--- src/hdl/gcd_pkg.sv ---
`default_nettype none

package gcd_pkg;

    // Fixed-point setup
    localparam int ANGLE_FRAC_BITS = 16;
    localparam int CORDIC_STAGES   = 20;

    // CORDIC datapath width (sign, integer headroom, fraction)
    localparam int CW    = ANGLE_FRAC_BITS + 5;
    localparam int STG_W = $clog2(CORDIC_STAGES);
    localparam int PW    = 2 * CW;

    // Square root: result bits, bit index width, remainder width, input width
    localparam int SQ_BITS = ANGLE_FRAC_BITS + 1;
    localparam int SQK_W   = $clog2(SQ_BITS);
    localparam int RW      = 2 * ANGLE_FRAC_BITS + 3;
    localparam int AW      = 2 * ANGLE_FRAC_BITS + 1;

    // Angle front end: degrees with 17 fraction bits
    localparam int DW     = 26;
    localparam int RDW    = 27;
    localparam int RGW    = 25;
    localparam int KW     = 28;
    localparam int MW     = RGW + KW;
    localparam int DEG_SH = 49 - ANGLE_FRAC_BITS;

    localparam logic signed [RDW-1:0] DEG_TURN    = 27'sd47185920;
    localparam logic signed [RDW-1:0] DEG_HALF    = 27'sd23592960;
    localparam logic signed [RDW-1:0] DEG_QUARTER = 27'sd11796480;
    localparam logic signed [KW-1:0]  DEG2RAD_Q32 = 28'sd74961321;

    localparam longint INV_GAIN_W =
        (64'd652032874 + (64'd1 << (29 - ANGLE_FRAC_BITS))) >> (30 - ANGLE_FRAC_BITS);

    localparam longint ATAN_Q30 [32] = '{
        64'h3243F6A8, 64'h1DAC6705, 64'h0FADBAFC, 64'h07F56EA6, 64'h03FEAB76,
        64'h01FFD55B, 64'h00FFFAAA, 64'h007FFF55, 64'h003FFFEA, 64'h001FFFFD,
        64'h000FFFFF, 64'h0007FFFF, 64'h0003FFFF, 64'h0001FFFF, 64'h0000FFFF,
        64'h00007FFF, 64'h00003FFF, 64'h00001FFF, 64'h00000FFF, 64'h000007FF,
        64'h000003FF, 64'h000001FF, 64'h000000FF, 64'h0000007F, 64'h0000003F,
        64'h0000001F, 64'h0000000F, 64'h00000008, 64'h00000004, 64'h00000002,
        64'h00000001, 64'h00000000
    };

    // Distance scaling
    localparam int RADIUS_W = 16;
    localparam logic [RADIUS_W-1:0] RADIUS_RESET = 16'd6371;
    localparam int DIST_W = 24;
    localparam int DPW    = RADIUS_W + CW - 1;
    localparam int DSW    = DPW + 10;

    typedef struct packed {
        logic                 neg;
        logic signed [CW-1:0] x;
        logic signed [CW-1:0] y;
        logic signed [CW-1:0] z;
    } cordic_t;

    typedef struct packed {
        logic [RW-1:0]      rem;
        logic [SQ_BITS-1:0] root;
    } sqrt_t;

    // Arctangent of 2^-i, rounded to the working fraction
    function automatic logic signed [CW-1:0] atan_w(input logic [STG_W-1:0] i);
        longint t;
        t = (ATAN_Q30[i] + (64'sd1 <<< (29 - ANGLE_FRAC_BITS))) >>> (30 - ANGLE_FRAC_BITS);
        return CW'(t);
    endfunction

    // Shift right by the fraction width, rounding half away from zero
    function automatic logic signed [PW-1:0] rnd_shr_w(input logic signed [PW-1:0] v);
        logic [PW-1:0] m;
        m = v[PW-1] ? PW'(-v) : PW'(v);
        m = (m + (PW'(1) << (ANGLE_FRAC_BITS - 1))) >> ANGLE_FRAC_BITS;
        return v[PW-1] ? PW'(-m) : PW'(m);
    endfunction

endpackage

`default_nettype wire

--- src/hdl/gcd_sqrt_cell.sv ---
`default_nettype none

module gcd_sqrt_cell (
    input  wire logic                       aclk,
    input  wire logic                       en,
    input  wire logic [gcd_pkg::SQK_W-1:0]  bit_pos,
    input  gcd_pkg::sqrt_t                  din,
    output gcd_pkg::sqrt_t                  dout
);
    import gcd_pkg::*;

    logic [SQK_W:0] sh1;
    logic [RW-1:0]  trial;
    sqrt_t          cell_next;
    sqrt_t          cell_reg;

    // one result bit: try (root + 2^k)^2 against the remainder
    always_comb begin
        sh1       = {1'b0, bit_pos} + 1'b1;
        trial     = (RW'(din.root) << sh1) + (RW'(1) << {bit_pos, 1'b0});
        cell_next = din;
        if (din.rem >= trial) begin
            cell_next.rem  = din.rem - trial;
            cell_next.root = din.root | (SQ_BITS'(1) << bit_pos);
        end
    end

    always_ff @(posedge aclk) begin
        if (en) begin
            cell_reg <= cell_next;
        end
    end

    assign dout = cell_reg;

endmodule

`default_nettype wire

--- config.mk ---
export PLATFORM = sky130hd
export DESIGN_NAME = gcd_sqrt_cell
export DESIGN_NICKNAME = d
export VERILOG_FILES = /design/src/hdl/gcd_pkg.sv /design/src/hdl/gcd_sqrt_cell.sv
export SDC_FILE = /design/constraint.sdc
export NUM_CORES = 1
export LEC_CHECK = 0
export BUFFER_PORTS_ARGS = -buffer_cell sky130_fd_sc_hd__buf_2
export CAP_MARGIN = 30
export CORE_ASPECT_RATIO = 1.1
export CORE_MARGIN = 5
export CORE_UTILIZATION = 64
export CTS_CLUSTER_SIZE = 16
export DETAILED_ROUTE_END_ITERATION = 10
export PLACE_DENSITY = 0.95
export SETUP_SLACK_MARGIN = 0.02
export SLEW_MARGIN = 20
export SYNTH_ARGS = -nofsm -noshare
export SYNTH_HDL_FRONTEND = slang
export SYNTH_SLANG_ARGS = --single-unit
--- constraint.sdc ---
create_clock -name aclk -period 16.25 [get_ports aclk]
set_input_delay 0.8125 -clock aclk [delete_from_list [all_inputs] [get_ports aclk]]
set_output_delay 0.8125 -clock aclk [all_outputs]
set_load 0.02 [all_outputs]
* Word level (Yosys, flattened, before mapping)
Index checks and enable logic that the tools add are counted.
** Cells by class
- Add/subtract/negate cells :: 3
- $lt $le $gt $ge :: 1
- Shift operators :: 3
- Multiplexer cells :: 1
- Bitwise operators :: 1
** Operators with widths (count)
- $mux W52 :: 1
- $add A35 B35 Y35 :: 1
- $ge A35 B35 Y1 :: 1
- $shl A1 B6 Y35 const A :: 1
- $shl A17 B6 Y35 :: 1
- $sub A35 B35 Y35 :: 1
- $or A17 B17 Y17 :: 1
- $shl A1 B5 Y17 const A :: 1
- $add A5 B1 Y6 const B :: 1
** Word-level totals
- Register bits after elaboration :: 52
- Bits of input ports :: 59
- Logic and storage cells :: 11

* Longest topological paths before layout
- Depth in word-level cells :: 5
- Mapped depth :: 38
- Gate-level depth less buffers :: 32

* Worst setup path after synthesis
No wires, ideal clock.
- Kind :: input port to flip-flop
- Start point :: input port bit_pos[0] (netlist bit)
- End point :: register cell_reg (netlist bit dout[10]), data pin
- Library setup time :: 256 ps
- Arrival :: 7754 ps
- Slack :: 8240 ps
- Stages on the path :: 38
- Path buffers :: 8
- Cell sequence :: buf_2 > clkinv_1 > clkbuf_1 > ha_1 > buf_6 > buf_6 > clkbuf_1 > nor2_1 > a22oi_1 > nand2b_1 > nor2b_1 > ha_1 > a21oi_1 > inv_1 > a41oi_1 > o21ai_0 > a21oi_1 > o21ai_0 > (+2 left out) > nor2_1 > o21ai_0 > xor2_1 > ha_1 > clkbuf_1 > a21o_1 > a21o_1 > a21oi_1 > nor3b_1 > a211oi_1 > nand3_1 > o21ai_0 > a21o_1 > a211oi_1 > a311o_1 > buf_1 > clkbuf_1 > a31o_2
** RTL lines
- start: declaration :: RTL line gcd_sqrt_cell.sv:6 : input wire logic [gcd_pkg::SQK_W-1:0] bit_pos,
- end signal: assignment :: RTL line gcd_sqrt_cell.sv:30 : cell_reg <= cell_next;
- end: declaration :: RTL line gcd_sqrt_cell.sv:15 : sqrt_t cell_reg;

==> results.py <==
metrics = {
    "sta": {
        "hold_viol": 0,
        "rsz0062_at_grt": "no",
        "fin_crit_ns": 9.42,
        "drv_slew": 0,
        "maxSlewHeadroom_pct": 35.3,
        "tns_ns": 0,
        "timing.fmax_ghz": 0.106,
        "fin_ws_ns": 6.83,
        "fin_crit_sh_pct": 58.0,
        "setup_viol": 0,
        "tightest_slew_ns": 0.964,
    },
    "cts": {
        "cts_tree": "yes",
        "cts-buffers-inserted": 5,
        "clk_pin_slew_ns": 0.08,
        "cts_setup_buffers": 0,
        "cts_root_buffer": "clkbuf_16",
        "cts_resized": 0,
        "ctsHoldBuffers": 0,
        "cts.path.max_buffers": 2,
        "htree_levels": 2,
        "clock_sinks": 52,
    },
    "drt": {
        "ant_nets": 0,
        "drt_wl_total_um": 19800,
        "drcViolationCount": 0,
        "routed_via_density": 6.61,
        "num_vias": 6755,
        "wl_per_cell_um": 19.3,
        "drt-initial-drc-count": 598,
        "firstDrtPassIters": 6,
    },
    "placed_design": {
        "routabilityCongestion": 1.04,
        "dpl_worst_slack_ns": 6.65,
        "port_buffers": 110,
        "hpwl_um": 15700,
    },
    "logic_synthesis": {
        "ys.flop_type": "edfxtp_1",
        "syn-instance-count": 790,
        "ys_ff_latch": 52,
        "synth_cell_types": 78,
        "synth_edf_count": 52,
        "synthArstFlopShare_pct": 0,
        "synth_area_um2": 6900,
        "syn_avg_cell_area_um2": 8.74,
        "ys.warnings.count": 0,
        "synth_nets": 909,
        "seq_area_frac_synth_pct": 22.6,
    },
    "layout": {
        "layout_commonest_cell": "buf_2",
        "num_antenna_cells": 0,
        "syn_to_final_growth_pct": 11.5,
        "final_cell_mix": "buf_2, nor2_1, ha_1, nand2_1, edfxtp_1",
        "drive_above_1_share_pct": 23.8,
        "nets": 997,
        "layout.filler_cells": 820,
        "largest_reg_flops": 52,
    },
    "global_routing": {
        "grt_overflow": 0,
        "antenna_found_initial": 0,
        "gr-usage-all-layers_pct": 30.0,
        "grt_pass1_wl_um": 31500,
        "top_usage_layer": "met2",
        "use_met1_pct": 37.7,
        "grt_pass1_vias": 6350,
        "grt_max_degree": 50,
        "use_met3_pct": 4.27,
        "use_met2_pct": 49.9,
    },
    "floorplan": {
        "die-area_um2": 13000,
        "pin_count": 111,
        "initial_core_util_pct": 65.8,
        "die_h_um": 119,
        "die_width_um": 109,
        "rows": 39,
        "coreArea_um2": 10500,
    },
    "setup_path": {
        "crit_arrival_ns": 9.48,
        "startpoint_type": "input pin",
        "critical_path_class": "in2reg",
        "critPathRequiredTime_ns": 16.31,
        "cp_slowest_cell": "ha_1",
        "cp-startpoint": "bit_pos[0]",
        "cpMostUsedCell": "o21ai_0",
        "worst-path-max-fanout": 33,
        "cp_slowest_stage_delay_ns": 0.82,
        "endpoint_kind": "flip-flop",
    },
    "power": {
        "swShare_pct": 41.6,
        "p_leak_uw": 0.00324,
        "ir_worst_vdd_mv": 0.0584,
        "p_per_area_nw_per_um2": 92.6,
        "clockPowerShare_pct": 15.0,
        "switchingPower_uw": 296,
        "pwr-share-comb_pct": 57.9,
        "power_frac_seq_pct": 27.1,
        "internal_power_uw": 416,
    },
    "outcome": {
        "status": "completed",
    },
    "min_path": {
        "holdCritStartpoint": "din[14]",
        "hp-class": "in2reg",
    },
    "flow_run": {
        "maxCapViolations": 0,
    },
}
-- cells in the mapped netlist, types with 12 or more instances --
master / instances / area [um^2]
a21o_1: 29 / 218
mux2_2: 45 / 507
nand3_1: 17 / 85.1
nor2_1: 77 / 289
edfxtp_1: 52 / 1560
mux2i_1: 22 / 220
o21ai_0: 33 / 165
ha_1: 59 / 738
inv_1: 28 / 105
o22ai_1: 12 / 75.1
a21oi_1: 50 / 250
nand2_1: 58 / 218
and2_1: 19 / 119
xor2_1: 22 / 193
xnor2_1: 42 / 368
clkbuf_1: 19 / 71.3
-- routing by layer --
| layer | routed length [um] | share of wire (%) | up-vias |
|---|---|---|---|
| li1 | - | - | 3158 |
| met1 | 7750 | 39 | 3142 |
| met2 | 9220 | 47 | 365 |
| met3 | 1650 | 8.3 | 90 |
| met4 | 1140 | 5.8 | 0 |
| met5 | 0 | 0 | - |
-- worst max-delay path, delay by kind of cell --
kind / cells / cell delay [ns]
multiplexers: 2 / 0.83
AND/OR/NAND/NOR: 4 / 0.42
AO/OA/AOI/OAI: 17 / 4.36
XOR/XNOR: 1 / 0.21
adder cells (fa/ha/maj): 3 / 1.52
buffers and inverters: 3 / 1.31
-- metrics by stage --
stage | area, um^2 | power (uW) | hold slack, ns | std cells | util (%)
detailed placement | 7550 | 603 | 1.11 | 1013 | 72.0
finish | 7690 | 713 | 0.818 | 1022 | 73.3
global route | 7690 | 756 | 0.818 | 1022 | 73.3
floorplan | 6900 | 500 | 0.925 | 790 | -
CTS | 7690 | 708 | 0.815 | 1021 | 73.3
global placement | 7510 | 588 | 1.12 | 1011 | 71.5
-- cell type report --
class                           instances  area, um^2  share of cell area (%)
Clock buffer                            7         133                    1.72
Inverter                               29         109                    1.41
Tap cell                              143         179                    2.33
Timing Repair Buffer                  117         633                    8.23
Multi-Input combinational cell        673        5080                    66.0
Sequential cell                        52        1560                    20.3
Clock inverter                          1        3.75                  0.0488
-- power groups by stage --
stage / sequential, uW / combinational [uW] / clock [uW]
floorplan: 234 / 267 / 0
global placement: 195 / 393 / 0
detailed placement: 196 / 407 / 0
CTS: 193 / 409 / 106
global route: 195 / 447 / 114
finish: 193 / 413 / 107
-- worst paths after layout --
path  endpoint  slack, ns  cells after the start
max   dout[18]       6.83                     30
min   dout[14]       0.82                      2
-- logic make-up (layout without fill, tap and decap cells) --
group           after synthesis  in the layout  share of synthesized area, %
mux                          77             77                          13.5
flops                        52             52                          22.6
buf+inv                      65            154                          3.86
fa+ha+maj                    60             60                          11.0
simple gates                236            236                          16.6
compound gates              235            235                          24.1
xor+xnor                     65             65                          8.36
Power figures use the tool's default switching activity.
