`config.mk`:
```
export PLATFORM = sky130hd
export DESIGN_NAME = gcd_cordic_cell
export DESIGN_NICKNAME = d
export VERILOG_FILES = /design/src/hdl/gcd_pkg.sv /design/src/hdl/gcd_cordic_cell.sv
export SDC_FILE = /design/constraint.sdc
export NUM_CORES = 1
export LEC_CHECK = 0
export BUFFER_PORTS_ARGS = -buffer_cell sky130_fd_sc_hd__buf_2
export CORE_MARGIN = 2
export CORE_UTILIZATION = 45
export DETAILED_ROUTE_END_ITERATION = 8
export HOLD_SLACK_MARGIN = 0.12
export PLACE_DENSITY = 0.66
export SLEW_MARGIN = 30
export SYNTH_ARGS = -nofsm -noshare
export SYNTH_HDL_FRONTEND = slang
export SYNTH_SLANG_ARGS = --single-unit
```
`constraint.sdc`:
```
create_clock -name aclk -period 7.05 [get_ports aclk]
set_clock_uncertainty 0.15 [all_clocks]
set_input_delay 0.705 -clock aclk [delete_from_list [all_inputs] [get_ports aclk]]
set_output_delay 0.705 -clock aclk [all_outputs]
set_load 0.1 [all_outputs]
```
`src/hdl/gcd_pkg.sv`:
```
`default_nettype none

package gcd_pkg;

    // Fixed-point setup
    localparam int ANGLE_FRAC_BITS = 16;
    localparam int CORDIC_STAGES   = 20;

    // CORDIC datapath width (sign, integer headroom, fraction)
    localparam int CW    = ANGLE_FRAC_BITS + 5;
    localparam int STG_W = $clog2(CORDIC_STAGES);
    localparam int PW    = 2 * CW;

    // Square root: result bits, bit index width, remainder width, input width
    localparam int SQ_BITS = ANGLE_FRAC_BITS + 1;
    localparam int SQK_W   = $clog2(SQ_BITS);
    localparam int RW      = 2 * ANGLE_FRAC_BITS + 3;
    localparam int AW      = 2 * ANGLE_FRAC_BITS + 1;

    // Angle front end: degrees with 17 fraction bits
    localparam int DW     = 26;
    localparam int RDW    = 27;
    localparam int RGW    = 25;
    localparam int KW     = 28;
    localparam int MW     = RGW + KW;
    localparam int DEG_SH = 49 - ANGLE_FRAC_BITS;

    localparam logic signed [RDW-1:0] DEG_TURN    = 27'sd47185920;
    localparam logic signed [RDW-1:0] DEG_HALF    = 27'sd23592960;
    localparam logic signed [RDW-1:0] DEG_QUARTER = 27'sd11796480;
    localparam logic signed [KW-1:0]  DEG2RAD_Q32 = 28'sd74961321;

    localparam longint INV_GAIN_W =
        (64'd652032874 + (64'd1 << (29 - ANGLE_FRAC_BITS))) >> (30 - ANGLE_FRAC_BITS);

    localparam longint ATAN_Q30 [32] = '{
        64'h3243F6A8, 64'h1DAC6705, 64'h0FADBAFC, 64'h07F56EA6, 64'h03FEAB76,
        64'h01FFD55B, 64'h00FFFAAA, 64'h007FFF55, 64'h003FFFEA, 64'h001FFFFD,
        64'h000FFFFF, 64'h0007FFFF, 64'h0003FFFF, 64'h0001FFFF, 64'h0000FFFF,
        64'h00007FFF, 64'h00003FFF, 64'h00001FFF, 64'h00000FFF, 64'h000007FF,
        64'h000003FF, 64'h000001FF, 64'h000000FF, 64'h0000007F, 64'h0000003F,
        64'h0000001F, 64'h0000000F, 64'h00000008, 64'h00000004, 64'h00000002,
        64'h00000001, 64'h00000000
    };

    // Distance scaling
    localparam int RADIUS_W = 16;
    localparam logic [RADIUS_W-1:0] RADIUS_RESET = 16'd6371;
    localparam int DIST_W = 24;
    localparam int DPW    = RADIUS_W + CW - 1;
    localparam int DSW    = DPW + 10;

    typedef struct packed {
        logic                 neg;
        logic signed [CW-1:0] x;
        logic signed [CW-1:0] y;
        logic signed [CW-1:0] z;
    } cordic_t;

    typedef struct packed {
        logic [RW-1:0]      rem;
        logic [SQ_BITS-1:0] root;
    } sqrt_t;

    // Arctangent of 2^-i, rounded to the working fraction
    function automatic logic signed [CW-1:0] atan_w(input logic [STG_W-1:0] i);
        longint t;
        t = (ATAN_Q30[i] + (64'sd1 <<< (29 - ANGLE_FRAC_BITS))) >>> (30 - ANGLE_FRAC_BITS);
        return CW'(t);
    endfunction

    // Shift right by the fraction width, rounding half away from zero
    function automatic logic signed [PW-1:0] rnd_shr_w(input logic signed [PW-1:0] v);
        logic [PW-1:0] m;
        m = v[PW-1] ? PW'(-v) : PW'(v);
        m = (m + (PW'(1) << (ANGLE_FRAC_BITS - 1))) >> ANGLE_FRAC_BITS;
        return v[PW-1] ? PW'(-m) : PW'(m);
    endfunction

endpackage

`default_nettype wire

```
`src/hdl/gcd_cordic_cell.sv`:
```
`default_nettype none

module gcd_cordic_cell (
    input  wire logic                         aclk,
    input  wire logic                         en,
    input  wire logic                         vect_mode,
    input  wire logic [gcd_pkg::STG_W-1:0]    stage,
    input  gcd_pkg::cordic_t                  din,
    output gcd_pkg::cordic_t                  dout
);
    import gcd_pkg::*;

    logic signed [CW-1:0] x_in;
    logic signed [CW-1:0] y_in;
    logic signed [CW-1:0] x_sh;
    logic signed [CW-1:0] y_sh;
    logic signed [CW-1:0] at;
    logic                 ccw;
    cordic_t              cell_next;
    cordic_t              cell_reg;

    // rotation: steer by sign of z; vectoring: drive y toward zero
    always_comb begin
        x_in = din.x;
        y_in = din.y;
        x_sh = x_in >>> stage;
        y_sh = y_in >>> stage;
        at   = atan_w(stage);
        ccw  = vect_mode ? !(!y_in[CW-1] && (|y_in)) : !din.z[CW-1];
        cell_next.neg = din.neg;
        if (ccw) begin
            cell_next.x = x_in - y_sh;
            cell_next.y = y_in + x_sh;
            cell_next.z = din.z - at;
        end else begin
            cell_next.x = x_in + y_sh;
            cell_next.y = y_in - x_sh;
            cell_next.z = din.z + at;
        end
    end

    always_ff @(posedge aclk) begin
        if (en) begin
            cell_reg <= cell_next;
        end
    end

    assign dout = cell_reg;

endmodule

`default_nettype wire

```
# Word-level counts from Yosys, hierarchy flattened
# Memory sizes are Yosys's and may differ from the RTL's.
# Index checks and enable logic that the tools add are counted.
# op_classes
addsub	7
bitwise	1
n_reduce_logical	5
order_cmp	1
n_shift	2
mux	4
# op_table
cell	count
$mux W35	2
$add A21 B21 Y21	3
$mux W63	1
$sub A21 B21 Y21	3
$sshr A21 B5 Y21	2
$add A35 B15 Y35 const B	1
$reduce_or A21 Y1	1
$ge A6 B6 Y1 const B	1
$not A5 Y6	1
$logic_not A1 Y1	3
$logic_and A1 B1 Y1	1
$mux W1	1
# totals
n_memories	1
out_inout_bits	64
rom_bits	2048
reg_bits	64
wordCells	25
inputBits	72
# mem_list
memory	depth	word_bits	read_ports	rd_clocked_by_memory_dff	write_ports	line_no	text
(no name shown)	32	64	1	0	0	gcd_pkg.sv:68	t = (ATAN_Q30[i] + (64'sd1 <<< (29 - ANGLE_FRAC_BITS))) >>> (30 - ANGLE_FRAC_BITS);

# Logic depth before layout (Yosys ltp)
# Gate-level depths: netlist (run 1).
# depth
word_depth	7
depth_mapped	28
mapped_depth_nobuf	22

# Worst setup path before layout (run 1)
# No wires, ideal clock.
# synth_timing
path_type	input -> register
start	input stage[2] in the netlist's numbering
end	register cell_reg (netlist bit dout[20]) (data pin)
arrival_time_ns	5.891
n_path_buf	9
path_stages	28
t_required_ns	6.631
slack_ns	0.740
setup_time_ns	0.269
cell_sequence	buf_6 -> buf_6 -> buf_6 -> buf_6 -> buf_2 -> buf_2 -> buf_2 -> buf_1 -> mux2_2 -> a21oi_1 -> ha_1 -> inv_1 -> a211o_1 -> nor2_1 -> xor2_1 -> and4b_1 -> clkbuf_1 -> a31oi_1 -> xnor2_1 -> ha_1 -> o21ai_0 -> nand2_1 -> o211ai_1 -> a31oi_1 -> o21a_1 -> or2_2 -> a311oi_1 -> xor3_1
# synth_rtl
item	line_no	text
start, declared	gcd_cordic_cell.sv:7	input wire logic [gcd_pkg::STG_W-1:0] stage,
end signal, assigned	gcd_cordic_cell.sv:44	cell_reg <= cell_next;
end, declared	gcd_cordic_cell.sv:20	cordic_t cell_reg;

==> impl_results.md, run 1 <==
* Status: finished clean
* Vias post-DR at 9214
* Top cells by area, synth: edfxtp_1, mux4_2, ha_1
* Fin crit period at 6105 ps
* DRT Wirelength at 29370 microns
* Syn avg cell area at 8.913 sq um
* Delay-heaviest family, CP: compound AO/OA/AOI/OAI gates
* CTS buffer count at 9
* Die footprint at 23150 sq um
* WHS at 385.2 ps
* Crit path DAT at 6040 ps
* Initial DRC count at 700
* Post-DP HPWL at 22060 microns
* Maximum buffer depth of the clock tree at 2
* Post-synthesis register bit count at 64
* Main synth FF type: edfxtp_1
* Maximum VDD drop at 0.1571 mV
* First-pass DRT Iterations at 5
* Layout cell share with drive strength beyond 1 at 19.88%
* Post-synth ARST share at 0%
* Final setup margin at 944.8 ps
* Synthesized net count at 1252
* First-pass GRT wire length at 46890 microns
* Total Neg Setup Slack at 0 ps
* Crit end category: flip-flop
* HP Start: din[63]
* Layout area overhead at 11.06%
* Hold_buf cts at 0
* CP startpoint: stage[0]
* # IOs at 136
* Hold Crit Class: in -> reg
* Antenna-violating nets left at 0
* Synth unique cells at 81
* Max reg flops at 64
* CP max stage delay at 500 ps
* I/O Buffers at 135
* Total global-route track usage at 25.09%
* Slew Viols, Final at 0
* WP data required at 6990 ps
* Leak at 0.004447 uW
* F_max at 0.1638 GHz
* Initial Util at 45.53%
* Crit path buf inv count at 3
* Clock-pin slew on the worst setup and hold paths at 60 ps
* Mapped Cells at 1108
* Max H-tree Level at 3
* Critical-path cell list: buf_4, clkinv_1, ha_1, mux2_2, a21oi_1, ha_1, inv_1, a211o_1, xnor2_1, nor2_1, and4b_1, a31oi_1, xnor2_1, ha_1, o21ai_0, nand2_1, o211ai_1, a31oi_1, o21a_1, or2_2, a311oi_1, xor3_1
* Setup WS pre-CTS at 694.6 ps
* Chip Height at 152.1 microns
* Commonest cells in the netlist: nor2_1, a21oi_1, nand2_1
* Total Nets Final at 1346
* CTS tree: done
* Setup Crit Path Kind: in -> reg
* Synth area leader: edfxtp_1
* Cts repair resizes at 0
* Final setup vio count at 0
* Vias per cell at 6.196
* Pwr/cell area at 267.9 nW/um^2
* Unrepaired setup endpoints after global routing: false
* Syn Std Cell Area at 9876 sq um
* DRC at 0
* Synth warnings at 0
* Worst-path fanout max at 35
* Die X at 152.1 microns
* Final hold violations at 0
* Worst path most repeated cell: ha_1
* Max-cap violations at 0
* Seq/Total Area, Yosys at 19.46%
* Core Footprint at 21690 sq um
* Most common cell in the netlist: nor2_1
* DR WL/cell at 19.75 microns
* Number of flops mapped to enable cells by yosys at 64
* Largest net degree at the start of global routing at 65
* Initial antenna violation count at 0
* RePlAce Congestion at 0.9474
* CTS root buf: clkbuf_16
* Slew headroom at 35.20%
* CP Launch Type: input port
* Post-route clock period utilization at 86.60%
* Post-CTS setup buffer count at 0
* Slowest-stage cell, CP: clkinv_1
* Vias in the first global route at 8896
* Antenna diodes at 0
* # rows at 54
* Number of clock sinks at 64
* Actual slew at the worst max-slew pin at 972.0 ps
* Synth top area share at 19.46%
* GRT overflow at 0
[placed cells by master, fill, tap and decap left out, types with 13 or more instances in the layout]
| cell | instances |
|---|---|
| buf_2 | 133 |
| nor2_1 | 117 |
| a21oi_1 | 86 |
| nand2_1 | 80 |
| o21ai_0 | 70 |
| ha_1 | 69 |
| xnor2_1 | 67 |
| edfxtp_1 | 64 |
| mux2i_1 | 47 |
| mux4_2 | 46 |
| xor2_1 | 40 |
| inv_1 | 34 |
| nor3_1 | 24 |
| nor2b_1 | 22 |
| nand3_1 | 20 |
| a31oi_1 | 17 |
| a21o_1 | 16 |
| buf_4 | 15 |
| o21a_1 | 13 |
| nand2b_1 | 13 |
| a211oi_1 | 13 |
[routing by layer]
layer  up-vias  wire length (microns)  track usage, %
li1       4395                      -               -
met1      4338                  12180           32.95
met2       426                  13930           41.23
met3        55                   2333           4.323
met4         0                    923           10.19
met5         -                      0               0
[final cells by class]
type | count | area, sq um
fill | 2099 | 10720
multi-input combinational | 942 | 7465
sequential | 64 | 1922
timing repair buffer | 149 | 798.3
tap | 280 | 350.3
clock buffer | 9 | 225.2
inverter | 36 | 135.1
clock inverter | 7 | 72.57
[final timing paths]
| check | slack [ps] | endpoint | cells past startpoint |
|---|---|---|---|
| min | 390 | dout[63]$_DFFE_PP_ | 1 |
| max | 940 | dout[20]$_DFFE_PP_ | 22 |
[kinds of logic after synthesis]
family	count (synthesis)	synth area share (%)
buffers and inverters	102	5.093
multiplexers	114	19.32
AND/OR/NAND/NOR	336	16.37
AO/OA/AOI/OAI	312	20.68
XOR/XNOR	108	9.730
adder cells (fa/ha/maj)	72	9.350
flip-flops	64	19.46
[power breakdown]
group	leakage (uW)	switching [uW]	internal, uW	total (uW)
clock network	0.000141	189	274	463
logic	0.00368	1370	505	1880
registers	0.000627	22.3	575	597
total	0.00445	1590	1350	2940
[per-stage QoR]
stage,cells,area [sq um],total power [uW],utilization (%)
3_5_place_dp,1471,10670,2474,49.20
2_1_floorplan,1108,9876,2162,-
4_1_cts,1487,10970,2947,50.57
3_3_place_gp,1471,10670,2460,49.20
5_1_grt,1487,10970,3098,50.57
6_report,1487,10970,2938,50.57
Power figures use the tool's default switching activity.
==> run 2, diff against run 1 <==
- ABC_AREA: default -> 1
==> impl_results.md, run 2 <==
* Status: finished clean (unchanged)
* Non-Filler Instances at 1819 (was 1487)
* Total Neg Setup Slack at 0 ps (unchanged)
* Hold_buf cts at 0 (unchanged)
* Final instance area at 10240 sq um (was 10970 sq um)
* Clock Power Share at 18.4% (was 15.7%)
* RePlAce Congestion at 0.9555 (was 0.9474)
* Setup WS pre-CTS at 1002 ps (was 694.6 ps)
* Commonest non-fill, non-tap cell in the layout: nand2_1 (was buf_2)
* Final setup margin at 1189 ps (was 944.8 ps)
* Core Footprint at 19590 sq um (was 21690 sq um)
* Most frequent cells in the layout: nand2_1, nand3_1, buf_2, inv_1, nor2_1 (was buf_2, nor2_1, a21oi_1, nand2_1, o21ai_0)
* Met2 wire len at 12620 microns (was 13930 microns)
* First-pass DRT Iterations at 5 (unchanged)
* Hold Crit Class: in -> reg (unchanged)
* Cts repair resizes at 0 (unchanged)
* Vias per cell at 5.506 (was 6.196)
* Total global-route track usage at 26.24% (was 25.09%)
* Vias in the first global route at 9261 (was 8896)
* Slew Viols, Final at 0 (unchanged)
* First-pass GRT wire length at 45870 microns (was 46890 microns)
* Main synth FF type: edfxtp_1 (unchanged)
* Cell count of the worst hold path at 1 (unchanged)
* Antenna diodes at 0 (unchanged)
* CTS buffer count at 9 (unchanged)
* WP data required at 7000 ps (was 6990 ps)
* CTS tree: done (unchanged)
* Pwr/cell area at 287.0 nW/um^2 (was 267.9 nW/um^2)
* Synth unique cells at 45 (was 81)
* Final setup vio count at 0 (unchanged)
* Setup Crit Path Kind: in -> reg (unchanged)
* Fillers at 2028 (was 2099)
* Layout cell share with drive strength beyond 1 at 12.10% (was 19.88%)
* Worst path most repeated cell: nand2_1 (was ha_1)
* Top cells by area, synth: edfxtp_1, nand2_1, nand3_1 (was edfxtp_1, mux4_2, ha_1)
* Final hold violations at 0 (unchanged)
* Actual slew at the worst max-slew pin at 863.2 ps (was 972.0 ps)
* Worst-path fanout max at 36 (was 35)
* Crit path buf inv count at 6 (was 3)
* Synth warnings at 0 (unchanged)
* Maximum VDD drop at 0.2941 mV (was 0.1571 mV)
* HP Start: din[63] (unchanged)
* Die X at 145.8 microns (was 152.1 microns)
* Most common cell in the netlist: nand2_1 (was nor2_1)
* Initial antenna violation count at 0 (unchanged)
* Post-synthesis register bit count at 64 (unchanged)
* Die footprint at 21270 sq um (was 23150 sq um)
* Slowest-stage cell, CP: buf_2 (was clkinv_1)
* Post-route clock period utilization at 83.13% (was 86.60%)
* F_max at 0.1706 GHz (was 0.1638 GHz)
* Crit path DAT at 5810 ps (was 6040 ps)
* Post-synth ARST share at 0% (unchanged)
* Syn avg cell area at 6.295 sq um (was 8.913 sq um)
* Leak at 0.005138 uW (was 0.004447 uW)
* # IOs at 136 (unchanged)
* Max-cap violations at 0 (unchanged)
* Multi-input gate area at 6440 sq um (was 7465 sq um)
* GRT overflow at 0 (unchanged)
* DRT Wirelength at 28280 microns (was 29370 microns)
* CTS root buf: clkbuf_16 (unchanged)
* Clock-pin slew on the worst setup and hold paths at 60 ps (about the same)
* Met1 Wirelength at 13180 microns (was 12180 microns)
* Max reg flops at 64 (unchanged)
* Hold worst-path end: dout[63]$_DFFE_PP_ (unchanged)
* Vias post-DR at 10020 (was 9214)
* Mapped Cells at 1438 (was 1108)
* Cell count after placement at 1803 (was 1471)
* Synth area leader: edfxtp_1 (unchanged)
* Commonest cells in the netlist: nand2_1, nand3_1, inv_1 (was nor2_1, a21oi_1, nand2_1)
* Slew headroom at 42.45% (was 35.20%)
* Initial Util at 46.21% (was 45.53%)
* Largest net degree at the start of global routing at 65 (unchanged)
* Sw Ratio at 55.03% (was 53.96%)
* CP startpoint: stage[1] (was stage[0])
* Post-CTS setup buffer count at 0 (unchanged)
* DR WL/cell at 15.55 microns (was 19.75 microns)
* Synthesized net count at 1582 (was 1252)
* Sequential share of power at 20.2% (was 20.3%)
* Total design power at 2939 uW (was 2938 uW)
* Number of flops mapped to enable cells by yosys at 64 (unchanged)
* Sw Pwr at 1617 uW (was 1585 uW)
* Max layer used: met4 (unchanged)
* Syn Std Cell Area at 9052 sq um (was 9876 sq um)
* CP max stage delay at 560 ps (was 500 ps)
* Delay-heaviest family, CP: simple AND/OR/NAND/NOR gates (was compound AO/OA/AOI/OAI gates)
* Max H-tree Level at 3 (unchanged)
* Chip Height at 145.8 microns (was 152.1 microns)
* Crit end category: flip-flop (unchanged)
* Seq/Total Area, Yosys at 21.23% (was 19.46%)
* Met3 wire length at 1996 microns (was 2333 microns)
* Initial DRC count at 867 (was 700)
* Internal Power at 1321 uW (was 1353 uW)
* Post-DP Area at 9894 sq um (was 10670 sq um)
* Reg area at 1922 sq um (unchanged)
* I/O Buffers at 135 (unchanged)
* DRC at 0 (unchanged)
* Synth top area share at 21.23% (was 19.46%)
* CP Launch Type: input port (unchanged)
* Maximum buffer depth of the clock tree at 2 (unchanged)
* Power share of the combinational group at 61.4% (was 63.9%)
* Number of clock sinks at 64 (unchanged)
* Unrepaired setup endpoints after global routing: false (unchanged)
* Antenna-violating nets left at 0 (unchanged)
* Layout area overhead at 13.12% (was 11.06%)
* Fin crit period at 5861 ps (was 6105 ps)
* Total Nets Final at 1693 (was 1346)
* Post-DP HPWL at 22370 microns (was 22060 microns)
* # rows at 51 (was 54)
-- run 2: cell count changes in the layout (fill, tap and decap cells not counted), moves of 19 or more --
cell / previous run / this run
o21ai_0: 70 / 51
xor2_1: 40 / 67
nand3_1: 20 / 228
inv_1: 34 / 118
nor2b_1: 22 / 0
mux4_2: 46 / 0
nand2_1: 80 / 472
mux2i_1: 47 / 0
xnor2_1: 67 / 24
-- run 2: per-stage QoR --
step	hold slack (ps)	utilization, %
floorplan	653.9	-
global placement	732.5	50.51
detailed placement	734.2	50.51
CTS	372.7	52.27
global route	385.5	52.27
finish	380.9	52.27
-- run 2: area by class of cell --
| class | count | share of cell area, % |
|---|---|---|
| clock inverters | 7 | 1.173 |
| inverters | 124 | 4.545 |
| flip-flops and latches | 64 | 18.77 |
| multi-input cells | 1207 | 62.89 |
| clock buffers | 9 | 2.199 |
| repair buffers | 143 | 7.185 |
| well taps | 265 | 3.238 |
-- run 2: how the worst max path moves through the flow --
stage	to	slack, ps	depth (start not counted)
5_1_grt	dout[17]$_DFFE_PP_	660	29
6_report	dout[17]$_DFFE_PP_	1190	29
4_1_cts	dout[17]$_DFFE_PP_	1360	29
3_3_place_gp	dout[20]$_DFFE_PP_	1160	29
3_5_place_dp	dout[17]$_DFFE_PP_	1000	29
2_1_floorplan	dout[17]$_DFFE_PP_	2360	29
-- run 2: cells by family after synthesis --
family	Yosys count	synth area share (%)
xor+xnor	91	8.804
simple gates	871	41.17
fa+ha+maj	72	10.20
compound gates	173	10.84
flops	64	21.23
buf+inv	167	7.754
-- run 2: power by group through the flow --
stage | sequential, uW | clock [uW] | combinational (uW)
final | 594 | 541 | 1800
after global routing | 604 | 563 | 1930
after CTS | 595 | 549 | 1800
after detailed placement | 601 | 0 | 1790
after global placement | 601 | 0 | 1780
after floorplan | 1370 | 0 | 713
-- run 2: layer usage --
layer | GRT usage (%) | vias to the layer above
met5 | 0 | -
met4 | 6.765 | 0
met2 | 42.05 | 401
met1 | 36.95 | 4545
li1 | - | 5030
met3 | 4.013 | 40
